### config.mk
export PLATFORM = sky130hd
export DESIGN_NAME = ewhb_search
export DESIGN_NICKNAME = d
export VERILOG_FILES = /design/src/hw/rtl/ewhb_pkg.sv /design/src/hw/rtl/ewhb_search.sv
export SDC_FILE = /design/constraint.sdc
export NUM_CORES = 1
export LEC_CHECK = 0
export BUFFER_PORTS_ARGS = -buffer_cell sky130_fd_sc_hd__buf_4
export CAP_MARGIN = 0
export CORE_UTILIZATION = 40
export DETAILED_ROUTE_END_ITERATION = 6
export PLACE_DENSITY = 0.62
export SYNTH_ARGS = -nofsm -noshare
export SYNTH_HDL_FRONTEND = slang
export SYNTH_SLANG_ARGS = --single-unit
### constraint.sdc
create_clock -name clk -period 9.4 [get_ports clk]
set_input_delay 0.47 -clock clk [delete_from_list [all_inputs] [get_ports clk]]
set_output_delay 0.47 -clock clk [all_outputs]
set_load 0.01 [all_outputs]
### src/hw/rtl/ewhb_pkg.sv
// Shared types and constants for the equal-width histogram binner.
package ewhb_pkg;

    localparam int SAMPLE_W = 32;                  // Q16.16 sample and range_min
    localparam int WIDTH_W  = 31;                  // bin_width register
    localparam int NB_W     = 11;                  // num_bins register, search index
    localparam int SLACK_W  = 16;                  // top_slack register
    localparam int IDX_W    = 10;                  // bin_select / bin_index fields
    localparam int CNT_W    = 32;                  // bin count
    localparam int PROD_W   = 44;                  // index times width, plus slack
    localparam int STEP_W   = $clog2(NB_W);        // search step counter
    localparam int CFG_IW   = 2;                   // register index width
    localparam int CFG_DW   = 32;                  // register write data width

    localparam logic [1:0] FUNC_ADD   = 2'd0;
    localparam logic [1:0] FUNC_READ  = 2'd1;
    localparam logic [1:0] FUNC_CLEAR = 2'd2;

    localparam logic [CFG_IW-1:0] CFG_RANGE_MIN = 2'd0;
    localparam logic [CFG_IW-1:0] CFG_BIN_WIDTH = 2'd1;
    localparam logic [CFG_IW-1:0] CFG_NUM_BINS  = 2'd2;
    localparam logic [CFG_IW-1:0] CFG_TOP_SLACK = 2'd3;

    localparam logic [CNT_W-1:0] CNT_MAX = {CNT_W{1'b1}};

    typedef struct packed {
        logic [1:0]                 func;
        logic signed [SAMPLE_W-1:0] sample;
        logic [IDX_W-1:0]           bin_select;
    } req_t;

    typedef struct packed {
        logic             in_range;
        logic [IDX_W-1:0] bin_index;
        logic [CNT_W-1:0] bin_count;
    } res_t;

    typedef struct packed {
        logic                start;
        logic [SAMPLE_W-1:0] d;      // sample minus range_min, known nonnegative
        logic [WIDTH_W-1:0]  w;
        logic [NB_W-1:0]     last;   // highest bin in use
    } srch_req_t;

    typedef struct packed {
        logic              done;
        logic [NB_W-1:0]   k;
        logic [PROD_W-1:0] kw;       // k times bin width
    } srch_rsp_t;

endpackage

### src/hw/rtl/ewhb_search.sv
// Halving search for the highest bin whose lower edge lies at or below the sample.
module ewhb_search (
    input  logic               clk,
    input  logic               rst_n,
    input  ewhb_pkg::srch_req_t req,
    output ewhb_pkg::srch_rsp_t rsp
);

    logic                          busy_reg;
    logic                          done_reg;
    logic [ewhb_pkg::STEP_W-1:0]   step_reg;
    logic [ewhb_pkg::NB_W-1:0]     k_reg;
    logic [ewhb_pkg::PROD_W-1:0]   kw_reg;

    logic [ewhb_pkg::NB_W-1:0]     trial_k;
    logic [ewhb_pkg::PROD_W-1:0]   trial_kw;
    logic                          take;

    // Try setting one more index bit; keep it if the edge is still below the sample.
    always_comb
    begin
        trial_k  = k_reg | (ewhb_pkg::NB_W'(1) << step_reg);
        trial_kw = kw_reg + (ewhb_pkg::PROD_W'(req.w) << step_reg);
        take     = (trial_k <= req.last) &&
                   (trial_kw <= ewhb_pkg::PROD_W'(req.d));
    end

    always_ff @(posedge clk or negedge rst_n)
    begin
        if (!rst_n)
        begin
            busy_reg <= 1'b0;
            done_reg <= 1'b0;
            step_reg <= '0;
        end
        else
        begin
            done_reg <= busy_reg && (step_reg == '0);
            if (req.start)
            begin
                busy_reg <= 1'b1;
                step_reg <= ewhb_pkg::STEP_W'(ewhb_pkg::NB_W - 1);
            end
            else if (busy_reg)
            begin
                if (step_reg == '0)
                begin
                    busy_reg <= 1'b0;
                end
                else
                begin
                    step_reg <= step_reg - 1'b1;
                end
            end
        end
    end

    always_ff @(posedge clk)
    begin
        if (req.start)
        begin
            k_reg  <= '0;
            kw_reg <= '0;
        end
        else if (busy_reg && take)
        begin
            k_reg  <= trial_k;
            kw_reg <= trial_kw;
        end
    end

    assign rsp.done = done_reg;
    assign rsp.k    = k_reg;
    assign rsp.kw   = kw_reg;

    a_done_idle: assert property (@(posedge clk) disable iff (!rst_n)
        done_reg |-> !busy_reg)
        else $error("search done while still busy");

    a_k_bound: assert property (@(posedge clk) disable iff (!rst_n)
        busy_reg |-> (k_reg <= req.last) && (kw_reg <= ewhb_pkg::PROD_W'(req.d)))
        else $error("search index passed the last bin or the sample");

endmodule

After elaboration in Yosys (flattened, before gate mapping). Cells that the tools add are included.

Bits in writable memories: 0. Flip-flop bits (word level): 61. ROM bits: 0. Memories: 0. Logic and storage cells: 25. Input bits: 77. Bits in latches: 0.

Multiply operators: 0. Reduce and logical (&&, ||, !) cells: 6. Bitwise gates (word level): 1. Equal/unequal tests: 1. Mux-type cells: 6. $lt $le $gt $ge: 2. Shift-type cells: 2. Add/sub/neg operators: 2. Div/mod/pow operators: 0.

Operators with widths (number): $add 44x44->44 (1); $le 44x32->1 (1); $shl 31x4->44 (1); $mux 4 (3); $le 11x11->1 (1); $or 11x11->11 (1); $shl 1x4->11 const A (1); $logic_not 4->1 (1); $sub 4x1->4 const B (1); $logic_and 1x1->1 (3); $mux 1 (3); $ne 2x2->1 const B (1); $reduce_and 2->1 (1); $reduce_bool 2->1 (1).

Depth between registers and ports, before layout. Gate-level depths: netlist (run 1).

Depth in word-level cells: 5. Mapped depth: 30.

Worst setup path before layout (run 1). No wires, ideal clock.

Path type: reg-to-reg. Start: register step_reg[0] (netlist bit). End: register kw_reg[1] (netlist bit). Period minus slack after synthesis: 6498 ps. Data required time: 9277 ps. Data arrival time: 6375 ps. Cell stages (with the launch flop): 28. Setup slack: 2902 ps. Library setup time: 123 ps. Cell sequence: dfrtp_1 > buf_1 > clkinv_1 > clkbuf_1 > nor2_1 > a21oi_1 > mux2i_1 > o22ai_1 > ha_1 > clkbuf_1 > a21oi_1 > o21ai_0 > nor3_1 > a21oi_1 > a21oi_1 > o21ai_0 > a311oi_1 > ha_1 > a21oi_1 > o21ai_0 > a211o_1 > a211oi_1 > a21oi_1 > a2111o_1 > a211o_1 > nor4_2 > buf_6 > mux2_1.

Word-level cells in the longest chain between the ends: 5. Elaborated cells between the ends (all ways): 8. Classes of those cells: add/sub (1); order compare (2); shift (2); bitwise (1); reduce/logical (2).

Ends and longest elaborated chain: start: declaration (RTL line ewhb_search.sv:11) `logic [ewhb_pkg::STEP_W-1:0] step_reg;`; start signal: assignment (RTL line ewhb_search.sv:42) `step_reg <= ewhb_pkg::STEP_W'(ewhb_pkg::NB_W - 1);`; start signal: assignment (RTL line ewhb_search.sv:52) `step_reg <= step_reg - 1'b1;`; $shl 31x4->44 (RTL line ewhb_search.sv:23) `trial_kw = kw_reg + (ewhb_pkg::PROD_W'(req.w) << step_reg);`; $add 44x44->44 (RTL line ewhb_search.sv:23); via trial_kw (one bit) (RTL line ewhb_search.sv:16) `logic [ewhb_pkg::PROD_W-1:0] trial_kw;`; $le 44x32->1 (RTL line ewhb_search.sv:25) `(trial_kw <= ewhb_pkg::PROD_W'(req.d));`; $logic_and 1x1->1 (RTL line ewhb_search.sv:24) `take = (trial_k <= req.last) &&`; $logic_and 1x1->1 (RTL line ewhb_search.sv:65) `else if (busy_reg && take)`; end signal: assignment (RTL line ewhb_search.sv:68) `kw_reg <= trial_kw;`; end: declaration (RTL line ewhb_search.sv:13) `logic [ewhb_pkg::PROD_W-1:0] kw_reg;`.

The timed path passes the listed nets, and every way through them passes these cells. A chain may end at the register's enable or synchronous reset.

Worst setup path in the final report (run 1).
Start: register step_reg[1] (netlist bit). End: register kw_reg[1] (netlist bit).

Same word-level chain as after synthesis.

==> run summary, run 1 <==
Worst Tran Pin Value: 0.793 ns
CP bufs+invs: 2
Outcome: completed
Final Max Slew Viols: 0
PD cells: 276 mW/mm2
Routed wl met3: 1180 um
Total GRT Usage: 23.6%
First-pass GRT wire length: 36600 um
Final setup vio count: 0
Crit. End Element: flip-flop
Setup_tns: 0 ns
Number of distinct library cells after synthesis: 72
Total wire length: 23500 um
Final core occ: 48.2%
Drc violations: 0
CP peak stage delay: 0.50 ns
Worst rel slew slack: 47.1%
Initial Utilization: 41.1%
H-tree lvl count: 3
Max_cap viols: 0
DP Cell Count: 1334
Synthesized cell area: 0.00771 mm2
Worst IR Drop VDD: 0.131 mV
GR Overflow Total: 0
Maximum fanout along the worst path: 38
Pleak: 0.00437 uW
Avg WL per Cell: 17.4 um
Max FFs per register: 44
RSZ-0062 raised after global routing: no
Synth Instances: 1020
Area delta synth->final: 17.5%
Worst path most repeated cell: a21oi_1
Placer Congestion: 1.00
Ports: 133
Num rows: 50
Antenna-violating nets left: 0
TritonCTS clock tree: done
TritonCTS Buffers: 9
Ys flop type: dfxtp_1
Vias/cell: 5.65
Crit share post-route: 77.8%
Largest net degree at the start of global routing: 42
Arrival @ worst endpoint: 7.54 ns
Sequential fraction of the synthesis area: 16.2%
Number of DRC markers in iteration 0: 639
Delay-heaviest family, CP: compound AO/OA/AOI/OAI gates
ANT cells: 0
Hold crit path type: in2async
Chip width: 141 um
CTS Buffer Depth: 2
DP Wirelength: 19300 um
Nets@finish: 1281
FMAX: 0.137 GHz
Async SR Flop Fraction: 9.84%
Yosys reg bits: 61
Clk slew on worst S/H paths: 0.06 ns
Clock Latency Late Sink: 0.35 ns
Clock Sinks: 61
Fin cells: 1351
Vias in the first global route: 7039
Yosys Warn Count: 0
CP startpoint kind: flip-flop
Critical Path RT: 9.63 ns
Skew final: 0.00958 ns
Core footprint: 0.0188 mm2
Post-CTS Resized: 0
Die H: 141 um
Highest Signal Layer: met4
Fraction of layout cells with a size suffix above 1: 17.0%
Syn nets: 1189
Hold Violations, Final: 0
Crit path kind: reg2reg
Routed vias: 7637
EDFF count, synth: 0
Initial antenna violation count: 0
Routed wl met2: 10900 um
Fin crit period: 7.31 ns
Worst path slowest cell: a311oi_1
I/O Buffers: 132
Full die area: 0.0198 mm2
Detailed Routing Iterations Pass 1: 5
Wire length on met1: 10700 um
Clock root cell: clkbuf_16
Post-Syn Area per Cell: 7.56 um2
## metal layers
metal	track usage, %	up-vias
met4	9.55	0
met1	30.9	3479
li1	-	3879
met3	3.46	47
met5	0	-
met2	39.0	232
## cell families (layout without fill, tap and decap cells)
logic type | count (synthesis) | in the layout | synth area share, %
adder cells (fa/ha/maj) | 92 | 92 | 15.0
AND/OR/NAND/NOR | 336 | 336 | 20.3
buffers and inverters | 121 | 218 | 7.00
AO/OA/AOI/OAI | 290 | 290 | 24.2
multiplexers | 86 | 86 | 13.3
flip-flops | 61 | 61 | 16.2
XOR/XNOR | 34 | 34 | 3.86
## Yosys cell counts (all sizes together) (3+ instances only)
library cell / count / share of area (%)
nand2: 145 / 7.1
a21oi: 101 / 6.6
ha: 91 / 15
nor2: 67 / 3.3
mux2i: 64 / 8.3
inv: 60 / 2.9
o21ai: 59 / 3.8
dfxtp: 55 / 14
clkbuf: 37 / 1.8
a21o: 28 / 2.7
xnor2: 24 / 2.7
buf: 22 / 2.2
nand4: 22 / 1.9
nor3: 22 / 1.4
and2: 15 / 1.2
nand3: 15 / 0.97
nor3b: 13 / 1.3
mux4: 12 / 3.5
o211a: 12 / 1.6
a211oi: 10 / 0.97
mux2: 10 / 1.5
xor2: 10 / 1.1
o21bai: 9 / 0.88
a31oi: 8 / 0.65
nor2b: 8 / 0.65
o31a: 8 / 0.91
or3: 8 / 0.65
o21a: 7 / 0.68
o22ai: 7 / 0.57
and3: 6 / 0.49
dfrtp: 6 / 1.9
o211ai: 6 / 0.58
a211o: 5 / 0.57
or2: 5 / 0.41
o2111ai: 4 / 0.45
a21boi: 3 / 0.29
a221oi: 3 / 0.34
nand2b: 3 / 0.24
nor4: 3 / 0.32
## stage by stage
| step | cell area [um2] | setup WS (ns) | total power, uW | hold slack, ns |
|---|---|---|---|---|
| finish | 9050 | 2.09 | 2490 | 0.468 |
| global route | 9050 | 1.48 | 2700 | 0.458 |
| CTS | 9050 | 2.11 | 2480 | 0.453 |
| detailed placement | 8760 | 2.16 | 2150 | 0.284 |
| global placement | 8760 | 2.38 | 2150 | 0.285 |
| floorplan | 7710 | 2.90 | 1710 | 0.174 |
## area by class of cell
cell class	instances	area (um2)
fill	1903	9720
multi-input combinational	838	5920
sequential	61	1250
timing repair buffer	140	1070
tap	234	293
inverter	62	233
clock buffer	9	225
clock inverter	7	58.8
## final timing paths
| path | slack (ns) | startpoint | end | cells after the start |
|---|---|---|---|---|
| max | 2.09 | step_reg[1] | kw_reg[1] | 26 |
| min | 0.47 | rst_n | done_reg | 2 |
| max reg2reg | 2.09 | step_reg[1] | kw_reg[1] | 26 |
| min reg2reg | 0.49 | kw_reg[0] | kw_reg[0] | 2 |
| max in group asynchronous | 8.81 | rst_n | step_reg[1] | 2 |
| min in group clk | 0.48 | req[74] | step_reg[2] | 2 |
## placed cells by master (no fill, tap or decap), types with 8 or more instances in the layout
| master | count |
|---|---|
| a211oi_1 | 10 |
| a21o_1 | 28 |
| a21oi_1 | 101 |
| a31oi_1 | 8 |
| and2_1 | 15 |
| buf_4 | 138 |
| clkbuf_16 | 9 |
| dfxtp_1 | 55 |
| ha_1 | 91 |
| inv_1 | 59 |
| mux2_2 | 9 |
| mux2i_1 | 64 |
| mux4_2 | 12 |
| nand2_1 | 145 |
| nand3_1 | 15 |
| nand4_1 | 21 |
| nor2_1 | 67 |
| nor2b_1 | 8 |
| nor3_1 | 22 |
| nor3b_1 | 13 |
| o211a_1 | 12 |
| o21ai_0 | 54 |
| o21bai_1 | 9 |
| o31a_1 | 8 |
| or3_1 | 8 |
| xnor2_1 | 24 |
| xor2_1 | 10 |
## power by group
part           leakage [uW]  internal, uW  switching (uW)
logic               0.00372           705            1170
registers          0.000511           271            25.2
clock network      0.000133           181             136
## repair_timing
| item | in CTS | in global routing |
|---|---|---|
| hold buffers | 1 | 0 |
| hold endpoints to repair | 6 | 0 |
| buffers inserted | 0 | 0 |
## worst register-to-register path: cells and delay by family, from the launching register on
family,cells,cell delay (ns)
flops,1,0.43
mux,2,0.69
buf+inv,2,0.73
compound gates,15,3.70
fa+ha+maj,2,0.67
simple gates,5,0.99
No activity file was read; power rests on OpenSTA's default activity.
==> run 2: changes to the inputs <==
- clock period: 9.4 -> 7.05 ns (I/O delays scaled with it)
==> run 2 against run 1 <==
Against the previous run: critical endpoint unchanged; first-iteration DRC count is 9.2% lower; count of clock-buffer cells in the layout stayed put; register-to-register slack worse by 1.7 ns; critical path depth is 2 lower; flip-flop and latch count stayed put; worst hold slack worse by 0.13 ns; global-route usage is 0.058 points higher; clock power is 38% higher; non-clock buffer count is 18 higher.
==> run summary, run 2 (synthesis results as in run 1) <==
Outcome: completed
Area delta synth->final: 20.2%
Arrival @ worst endpoint: 6.87 ns
Dpl cell area: 0.00893 mm2
Placer Congestion: 0.938
Internal power: 1580 uW
Detailed Routing Iterations Pass 1: 5
CP startpoint kind: flip-flop
Antenna-violating nets left: 0
Avg WL per Cell: 17.3 um
Final setup vio count: 0
Crit path kind: reg2reg
RR Startpoint: step_reg[0]
Clock power share: 12.8%
Drc violations: 0
Sequential power share: 11.5%
Final Max Slew Viols: 0
Max FFs per register: 44
Crit. End Element: flip-flop
Leading cell types in the layout, fill and taps excluded: buf_4 (151), nand2_1 (145), a21oi_1 (101), ha_1 (91), nor2_1 (67)
Hold Violations, Final: 0
Maximum fanout along the worst path: 25
Pleak: 0.00446 uW
ANT cells: 0
Total GRT Usage: 23.7%
Vias in the first global route: 7049
Worst rel slew slack: 53.4%
Critical path startpoint: step_reg[0]
Number of DRC markers in iteration 0: 580
DP Wirelength: 19500 um
PD cells: 367 mW/mm2
Clock Sinks: 61
Max_cap viols: 0
Vias/cell: 5.71
Reg area: 0.00125 mm2
GR Overflow Total: 0
Initial Utilization: 41.1%
First-pass GRT wire length: 36900 um
Design Area, Final: 0.00926 mm2
TritonCTS Buffers: 9
Area of the multi-input gates: 0.00594 mm2
Hold crit path type: in2async
Clock root cell: clkbuf_16
FMAX: 0.151 GHz
Total wire length: 23700 um
Initial antenna violation count: 0
Skew final: 0.0114 ns
I/O Buffers: 132
Worst IR Drop VDD: 0.157 mV
TritonCTS clock tree: done
Fraction of layout cells with a size suffix above 1: 18.9%
Nets@finish: 1299
Chip width: 141 um
Routed vias: 7819
Clock Latency Late Sink: 0.35 ns
Critical Path RT: 7.28 ns
Setup_tns: 0 ns
Full die area: 0.0198 mm2
Fin crit period: 6.64 ns
Worst Tran Pin Value: 0.699 ns
Clk slew on worst S/H paths: 0.06 ns
Switching power: 1820 uW
Core footprint: 0.0188 mm2
Ports: 133
Logic pwr share: 75.7%
Crit share post-route: 94.1%
Most common cell after layout, fill and taps aside: buf_4
H-tree lvl count: 3
Die H: 141 um
RSZ-0062 raised after global routing: no
Fill cells: 1895
Sw Ratio: 53.5%
Largest net degree at the start of global routing: 63
Num rows: 50
CTS Buffer Depth: 2
==> run 2: cell types whose count changed in the layout (fill, tap and decap cells not counted), sizes merged <==
cell,delta
clkinvlp,+1
inv,+1
buf,+18
clkinv,-2
==> run 2: final timing paths <==
kind,endpoint,cells after the start,slack [ns]
max in group asynchronous,step_reg[1],2,6.56
worst max-delay path,kw_reg[1],24,0.41
worst max register to register,kw_reg[1],24,0.41
worst min register to register,kw_reg[2],2,0.48
min in group clk,step_reg[2],2,0.36
worst min-delay path,step_reg[3],2,0.34
==> run 2: final cells by class <==
class,instances,area share [%]
Clock inverter,7,0.621
Sequential cell,61,13.5
Clock buffer,9,2.43
Tap cell,234,3.16
Inverter,62,2.51
Multi-Input combinational cell,838,64.2
Timing Repair Buffer,158,13.6
==> run 2: critical path, stage by stage (launching register included) <==
cell and delay, ns:
dfrtp_2 0.48, buf_6 0.26, mux4_2 0.54, and2_1 0.18, nor3_1 0.18, a21oi_1 0.11, ha_1 0.43, a21oi_1 0.26
o21ai_0 0.25, o21bai_2 0.30, a21oi_1 0.14, or3_1 0.37, and2_1 0.18, ha_1 0.29, nand4_1 0.16, nor4_1 0.30
buf_4 0.18, nand3_1 0.08, o21ai_0 0.15, a21oi_1 0.09, a2111o_1 0.40, a211o_1 0.32, nor4_4 0.28, buf_4 0.24
mux2_1 0.32
==> run 2: stage by stage <==
| stage | total power (uW) | instances | setup slack [ns] | utilization [%] | hold slack (ns) |
|---|---|---|---|---|---|
| finish | 3400 | 1369 | 0.414 | 49.3 | 0.342 |
| global placement | 2920 | 1351 | 0.190 | 47.6 | 0.172 |
| detailed placement | 2920 | 1351 | 0.184 | 47.6 | 0.176 |
| global route | 3690 | 1369 | 0.0206 | 49.3 | 0.362 |
| CTS | 3370 | 1368 | 0.147 | 49.2 | 0.338 |
| floorplan | 2280 | 1020 | 0.552 | - | 0.0569 |
==> run 2: power groups by stage <==
stage,logic [uW],registers (uW),clock network (uW)
2_1_floorplan,1900,382,0
3_3_place_gp,2520,400,0
3_5_place_dp,2520,401,0
4_1_cts,2540,393,442
5_1_grt,2840,394,458
6_report,2570,391,437
==> run 2: timing repair <==
action                                  in CTS  in global routing
resized for setup                            0                  8
setup buffers                                0                  1
endpoints found under the setup margin       0                 54
hold buffers                                 1                  0
endpoints found under the hold margin        6                  0
==> run 2: per-layer routing <==
layer | share of wire (%) | GRT usage [%] | vias to the layer above | routed length, um
li1 | - | - | 3917 | -
met1 | 46 | 31.3 | 3629 | 10900
met4 | 2.6 | 8.30 | 0 | 616
met3 | 4.8 | 3.09 | 40 | 1150
met5 | 0 | 0 | - | 0
met2 | 46 | 39.5 | 233 | 11000
==> run 3: changes to the inputs <==
- BUFFER_PORTS_ARGS: -buffer_cell sky130_fd_sc_hd__buf_4 -> -buffer_cell sky130_fd_sc_hd__buf_2
- HOLD_SLACK_MARGIN: not set -> 0.12
==> run 3 against run 2 <==
Against the previous run: fmax down 0.70%; worst setup slack worse by 0.047 ns; wire length up 0.11%; via count down 0.98%; combinational power about the same; critical path type unchanged; largest power group unchanged.
==> run summary, run 3 (synthesis results as in run 1) <==
Worst slack at placement: 0.231 ns
Pleak: 0.00443 uW
Crit path kind: reg2reg
Fin crit period: 6.68 ns
Arrival @ worst endpoint: 6.97 ns
Design Area, Final: 0.00895 mm2
ANT cells: 0
Outcome: completed
Clock root cell: clkbuf_16
Worst path most repeated cell: buf_4
Antenna-violating nets left: 0
Final Max Slew Viols: 0
Most common cell after layout, fill and taps aside: nand2_1
Largest net degree at the start of global routing: 55
Crit. End Element: flip-flop
Post-CTS Setup Inserts: 0
Skew final: 0.00541 ns
PD cells: 383 mW/mm2
CP startpoint kind: flip-flop
Critical path startpoint: step_reg[1]
Fraction of layout cells with a size suffix above 1: 18.9%
Avg WL per Cell: 17.3 um
Initial Utilization: 41.1%
Max_cap viols: 0
Placer Congestion: 0.919
Dpl cell area: 0.00862 mm2
Hold crit path type: in2async
Clock Latency Late Sink: 0.35 ns
Ports: 133
Final setup vio count: 0
DP Cell Count: 1357
Vias in the first global route: 7079
RR Startpoint: step_reg[1]
Worst rel slew slack: 53.5%
Vias/cell: 5.63
Fill cells: 1912
Detailed Routing Iterations Pass 1: 5
TritonCTS clock tree: done
Worst Tran Pin Value: 0.698 ns
Final WS setup: 0.368 ns
Full die area: 0.0198 mm2
Total power: 3420 uW
Drc violations: 0
Clk slew on worst S/H paths: 0.06 ns
Fin cells: 1374
DP Wirelength: 19600 um
Setup_tns: 0 ns
Nets@finish: 1304
Reg2reg path depth: 25
Core footprint: 0.0188 mm2
Number of DRC markers in iteration 0: 595
TritonCTS Buffers: 9
Hold Violations, Final: 0
Total wire length: 23700 um
CP peak stage delay: 0.51 ns
H-tree lvl count: 3
Critical Path RT: 7.34 ns
Die H: 141 um
Routed vias: 7742
Initial antenna violation count: 0
Crit share post-route: 94.8%
First-pass GRT wire length: 36800 um
Clock Sinks: 61
GR Overflow Total: 0
Max FFs per register: 44
Worst path slowest cell: dfrtp_2
Maximum fanout along the worst path: 22
Num rows: 50
Leading cell types in the layout, fill and taps excluded: nand2_1 (145), buf_2 (132), a21oi_1 (101), ha_1 (91), nor2_1 (67)
Total GRT Usage: 23.9%
CTS Buffer Depth: 2
Area delta synth->final: 16.1%
I/O Buffers: 132
Chip width: 141 um
Worst IR Drop VDD: 0.165 mV
FMAX: 0.150 GHz
==> run 3: cell types whose count changed in the layout (fill, tap and decap cells not counted), sizes merged <==
cell | before | now
buf | 157 | 162
bufinv | 0 | 1
clkinv | 3 | 4
clkbuf | 9 | 10
inv | 63 | 60
==> run 3: final cells by class <==
| cell class | count | area [um2] | share of cell area [%] |
|---|---|---|---|
| Sequential cell | 61 | 1250 | 14.0 |
| Tap cell | 234 | 293 | 3.27 |
| Clock inverter | 6 | 62.6 | 0.699 |
| Inverter | 62 | 233 | 2.60 |
| Multi-Input combinational cell | 838 | 5930 | 66.2 |
| Timing Repair Buffer | 163 | 941 | 10.5 |
| Clock buffer | 10 | 239 | 2.67 |
==> run 3: final timing paths <==
kind                       slack (ns)           to
setup / recovery                 0.37     k_reg[7]
hold / removal                   0.37     done_reg
setup reg to reg                 0.37     k_reg[7]
hold reg to reg                  0.47    kw_reg[2]
max in group asynchronous        6.50  step_reg[1]
min in group clk                 0.44  step_reg[0]
==> run 3: critical path, delay by kind of cell (launching register included) <==
family / cells / cell delay [ns]
flip-flops: 1 / 0.51
buffers and inverters: 5 / 0.88
AO/OA/AOI/OAI: 9 / 2.37
adder cells (fa/ha/maj): 3 / 0.96
XOR/XNOR: 1 / 0.46
AND/OR/NAND/NOR: 7 / 1.40
==> run 3: power breakdown <==
part / total [uW] / switching (uW) / internal, uW / leakage [uW]
combinational: 2560 / 1590 / 972 / 0.00378
sequential: 402 / 39.5 / 363 / 0.000510
clock: 458 / 176 / 282 / 0.000140
==> run 3: what timing repair did <==
item	4_1_cts	5_1_grt
endpoints found under the hold margin	6	0
endpoints found under the setup margin	0	54
hold buffers	1	0
gates resized for setup	0	5
==> run 3: metal layers <==
layer,part of all wire (%),GRT usage [%],wire length [um]
met3,5.3,3.70,1250
met1,46,31.3,10900
met4,2.5,8.30,595
met2,46,39.7,11000
met5,0,0,0
==> run 3: stage by stage <==
stage | util, % | hold slack, ns
after floorplan | - | 0.0569
after global placement | 46.0 | 0.199
after detailed placement | 46.0 | 0.199
after CTS | 47.6 | 0.359
after global routing | 47.7 | 0.395
final | 47.7 | 0.369
